File: src/hw/rtl/gboc_div.sv
// Pipelined restoring divider. The caller packs {high, low} into acc_i with
// high < den_i; the register of the last stage then holds {remainder, quotient}.
module gboc_div #(
    parameter int QW     = 8,
    parameter int DW     = 8,
    parameter int STAGES = 2
) (
    input  logic               aclk,
    input  logic               en,
    input  logic [DW+QW-1:0]   acc_i,
    input  logic [DW-1:0]      den_i,
    output logic [QW-1:0]      quo_o,
    output logic [DW-1:0]      rem_o
);

    localparam int AW  = DW + QW;
    localparam int SPS = (QW + STAGES - 1) / STAGES;

    for (genvar s = 0; s < STAGES; s++) begin : g_stg
        logic [AW-1:0] a_in;
        logic [AW-1:0] acc_next;
        logic [DW-1:0] d_in;
        logic [AW-1:0] acc_reg;
        logic [DW-1:0] den_reg;

        if (s == 0) begin : g_first
            assign a_in = acc_i;
            assign d_in = den_i;
        end else begin : g_rest
            assign a_in = g_stg[s-1].acc_reg;
            assign d_in = g_stg[s-1].den_reg;
        end

        // up to SPS shift / compare / subtract steps per stage
        always_comb begin
            logic [DW:0] t;
            t        = '0;
            acc_next = a_in;
            for (int k = 0; k < SPS; k++) begin
                if (s * SPS + k < QW) begin
                    t = acc_next[AW-1:QW-1];
                    if (t >= {1'b0, d_in}) begin
                        t        = t - {1'b0, d_in};
                        acc_next = {t[DW-1:0], acc_next[QW-2:0], 1'b1};
                    end else begin
                        acc_next = {t[DW-1:0], acc_next[QW-2:0], 1'b0};
                    end
                end
            end
        end

        always_ff @(posedge aclk) begin
            if (en) begin
                acc_reg <= acc_next;
                den_reg <= d_in;
            end
        end
    end

    assign quo_o = g_stg[STAGES-1].acc_reg[QW-1:0];
    assign rem_o = g_stg[STAGES-1].acc_reg[AW-1:QW];

endmodule

File: config.mk
export PLATFORM = sky130hd
export DESIGN_NAME = gboc_div
export DESIGN_NICKNAME = d
export VERILOG_FILES = /design/src/hw/rtl/gboc_div.sv
export SDC_FILE = /design/constraint.sdc
export NUM_CORES = 1
export LEC_CHECK = 0
export BUFFER_PORTS_ARGS = -buffer_cell sky130_fd_sc_hd__buf_2
export CORE_MARGIN = 4
export CORE_UTILIZATION = 65
export CTS_BUF_LIST = sky130_fd_sc_hd__clkbuf_4 sky130_fd_sc_hd__clkbuf_8
export DETAILED_ROUTE_END_ITERATION = 12
export GPL_ROUTABILITY_DRIVEN = 0
export PLACE_DENSITY = 0.86
export REMOVE_ABC_BUFFERS = 1
export SYNTH_ARGS = -nofsm -noshare
export SYNTH_HDL_FRONTEND = slang
export SYNTH_SLANG_ARGS = --single-unit
File: constraint.sdc
create_clock -name aclk -period 28 [get_ports aclk]
set_input_delay 5.6 -clock aclk [delete_from_list [all_inputs] [get_ports aclk]]
set_output_delay 5.6 -clock aclk [all_outputs]
set_load 0.01 [all_outputs]
Word level (Yosys, flattened, before mapping)

Index checks and enable logic that the tools add are counted.

Add/sub/neg operators: 8
Order comparisons: 8
Mux-type cells: 8

Operators by type and width:

| operator      | number |
|---|---|
| $mux W16      | 8 |
| $ge A9 B8 Y1  | 8 |
| $sub A8 B8 Y8 | 8 |

Flip-flop bits (word level): 40
Word-level logic and storage cells: 27

Longest topological paths before layout

Word-level depth: 8
Mapped depth: 42
Gate-level depth less buffers: 40

Least setup slack after synthesis

No wires, ideal clock.

Path kind: input port to flip-flop
From: in den_i[6]
To: reg g_stg[0].acc_reg[11], data pin
Library setup time: 0.261 ns
Arrival time: 12.685 ns
Required time: 27.739 ns
Slack: 15.054 ns
Stages on the path: 37
Cell sequence: inv_1 ha_1 a2111oi_0 o2111ai_1 nand2_2 inv_2 o21ai_0 inv_1 ha_1 nor2b_1 o31a_1 o21ai_0 o21ai_0 a21oi_1 nand2_1 buf_2 mux2_2 ha_1 nand4_1 nor2_1 or4_1 o22ai_1 nand3_1 a21oi_1 or2_4 clkbuf_1 o21ai_0 ha_1 or2_2 a21oi_1 a31oi_1 o21bai_1 a21oi_1 inv_1 a211oi_4 inv_2 a221o_1

Word-level cells in the longest chain between the ends: 8
Elaborated cells on any way between the ends: 12
Those cells by class: add/sub (4); order compare (4); mux (4)

Ends and longest elaborated chain:

| item                                                 | line   | RTL |
|---|---|---|
| start: declaration                                   | 11     | `input logic [DW-1:0] den_i,` |
| $sub A8 B8 Y8 / $ge A9 B8 Y1 (equally long branches) | 43, 42 |  |
| $mux W16                                             | 42     | `if (t >= {1'b0, d_in}) begin` |
| $sub A8 B8 Y8 / $ge A9 B8 Y1 (equally long branches) | 43, 42 |  |
| $mux W16                                             | 42     |  |
| $ge A9 B8 Y1 / $sub A8 B8 Y8 (equally long branches) | 42, 43 |  |
| $mux W16                                             | 42     |  |
| $sub A8 B8 Y8 / $ge A9 B8 Y1 (equally long branches) | 43, 42 |  |
| $mux W16 *                                           | 42     |  |
| via g_stg[0].acc_next[11]                            | 21     | `logic [AW-1:0] acc_next;` |
| end signal: assignment                               | 54     | `acc_reg <= acc_next;` |
| end: declaration                                     | 23     | `logic [AW-1:0] acc_reg;` |

The timed path passes the listed nets; every way through them passes the cells marked *.
A chain may end at the register's enable or synchronous reset.

Worst setup path after layout

From: in den_i[6]
To: reg g_stg[0].acc_reg[13], data pin

The elaborated chain is that of the path after synthesis.

==> results by group <==
Status
  – Status: complete, no violations

Critical path
  – CP Launch Type: input port
  – Crit Path Category: in -> reg
  – Crit-path max cell delay: between 0.4 and 0.5 ns
  – Crit path top cell by count: a21oi_1
  – Data arrival time of the worst path: 13.89 ns
  – CP max-delay cell: a2111oi_0
  – WP data required: between 20 and 30 ns
  – Setup crit end kind: flop
  – Crit Path Max Fanout: 12

GRT
  – M1 GR Usage: 33.27%
  – Met2 Track Usage GR: approximately 48%
  – First-pass GRT wire length: 19,240 um
  – Total GRT Usage: 27.35%
  – Largest net degree at the start of global routing: 41
  – Grt total ovfl: 0
  – Initial antenna violation count: 0
  – Grt peak-use layer: met2
  – Number of global-route vias before repair: roughly 4,100
  – Global routing met3 resource utilization: 3.526%

Synth
  – Post-synthesis sequential area ratio: roughly a quarter
  – Synth Cell Area: 4803 um^2
  – Top cells by area, synth: edfxtp_1 25%, ha_1 17%, o21ai_0 4.2%, inv_1 3.8%, xnor2_1 3.6%
  – Post-synth EDFFs: 40
  – Leading area contributor after synthesis: edfxtp_1
  – Cells after synthesis: 539
  – Warnings, synthesis: 0
  – Syn Area/Cell: 8.912 um^2
  – Most common flop cell mapped by yosys: edfxtp_1
  – Synth top area share: 25.01%
  – Flops & latches, synth: 40
  – Count of cell types in the netlist: 70
  – Async set-reset flop share out of synthesis: 0%

STA
  – Final Setup Violations: 0
  – Setup Skew: 0.01310 ns
  – Setup_tns: 0 ns
  – Highest clock rate: about 72 MHz
  – Relative slew slack: 24.06%
  – Unrepaired setup endpoints after global routing: false
  – Final hold violations: 0
  – Final slew viol count: 0
  – Worst hold slack: around 0.42 ns
  – Slew at the pin closest to its max-slew limit: roughly 1.1 ns
  – Min Clock Period, post-route: 13.86 ns
  – Setup ws final: about 14 ns
  – Final Cycle Share: 49.49%

Cells and area
  – Layout cells sized above 1: 13.64%
  – Nets: 676
  – Number of flip-flops in the largest register: 32
  – Most frequent cells in the layout: 64 x ha_1, 49 x inv_1, 41 x buf_2
  – Antenna diode count: 0
  – Area grow syn2layout: 8.231%
  – Most common cell after layout, fill and taps aside: ha_1
  – Final Util: slightly above 70%

Routing
  – Via density: between 6 and 7
  – DR WL/cell: 17.13 um
  – Final WL: 11,620 um
  – 1st-iter DRT viols: 232
  – Final ANT Viol Nets: 0
  – DR DRC count: 0
  – Total number of vias: 4,326
  – Drt first pass iters: 5

Clocking
  – Post-cts sizing count: 0
  – CTS Buf Count: 5
  – Post-CTS setup buffer count: 0
  – Htree depth: 2
  – CTS tree: built
  – Sink Count: 40
  – Clock buffer depth: 2
  – Hold Buf Count CTS: 0
  – Clock insertion delay at the later pin of the skew report: roughly 0.29 ns
  – Reg clk slew, reported paths: 0.08 ns
  – Clk Tree Root Cell: clkbuf_8

Die
  – Core Rows: 31
  – Die Span Y: 93.97 um
  – Die width: 93.97 um
  – Core area: 7214 um^2
  – Die area: about 8800 um^2
  – Initial Util: 66.58%
  – Io pins: between 40 and 50

Placed design
  – DP Wirelength: approximately 9400 um
  – IO Port Bufs: 41
  – Dpl ws: 14.05 ns

Flow run
  – Maxcap violations: 0

Min path
  – Hold Crit Class: reg -> reg
critical path: cells and delay by family:
family	cells	cell delay [ns]
compound gates	19	4.96
fa+ha+maj	4	1.18
buf+inv	7	0.87
simple gates	7	1.25
cell usage after synthesis, drive strengths merged (4+ instances only):
master	n
mux2i	9
nand3	11
buf	6
edfxtp	40
a221o	5
fa	8
nor3b	4
o21a	11
clkbuf	4
o31ai	5
nor3	12
inv	52
nand4	10
nor2b	14
o21ai	42
a21oi	31
a211oi	4
a21o	16
xor2	15
o21bai	5
mux2	10
nand2b	9
a31oi	4
nand2	41
xnor2	20
or2	5
ha	64
nor2	34
through the flow:
| stage | std cells | cell area (um^2) |
|---|---|---|
| 2_1_floorplan | 529 | 4756 |
| 3_3_place_gp | 670 | 5092 |
| 3_5_place_dp | 670 | 5092 |
| 4_1_cts | 678 | 5199 |
| 5_1_grt | 678 | 5199 |
| 6_report | 678 | 5199 |
layer usage:
layer / wire, um / up-vias
met5: 0 / -
met2: 5768 / 183
met4: 470 / 0
met3: 711 / 42
met1: 4667 / 2027
li1: - / 2074
cell families (layout without fill, tap and decap cells):
| logic type | after synthesis | in the layout | synth area share [%] |
|---|---|---|---|
| mux | 19 | 19 | 4.298 |
| flops | 40 | 40 | 25.01 |
| compound gates | 152 | 152 | 21.91 |
| simple gates | 159 | 159 | 17.35 |
| xor+xnor | 35 | 35 | 6.382 |
| buf+inv | 62 | 102 | 5.053 |
| fa+ha+maj | 72 | 72 | 20.01 |
path summary, 6_finish.rpt:
path,startpoint,to,cells after the start,slack (ns)
worst max register to register,g_stg[0].den_reg[1]$_DFFE_PP_,g_stg[1].acc_reg[14]$_DFFE_PP_,37,17.84
worst max-delay path,den_i[6],g_stg[0].acc_reg[13]$_DFFE_PP_,37,14.14
worst min-delay path,g_stg[0].acc_reg[0]$_DFFE_PP_,g_stg[1].acc_reg[4]$_DFFE_PP_,0,0.42
worst min register to register,g_stg[0].acc_reg[0]$_DFFE_PP_,g_stg[1].acc_reg[4]$_DFFE_PP_,0,0.42
final cells by class:
type                       instances  area, um^2
inverter                          52       195.2
clock inverter                     3       37.54
multi-input combinational        437        3359
clock buffer                       5       68.82
fill                             568        2016
sequential                        40        1201
tap                               99       123.9
timing repair buffer              42       212.7
Power is left out: the tool's default activity adds up to more than one toggle a clock period on the data nets, which glitch-free logic cannot reach.
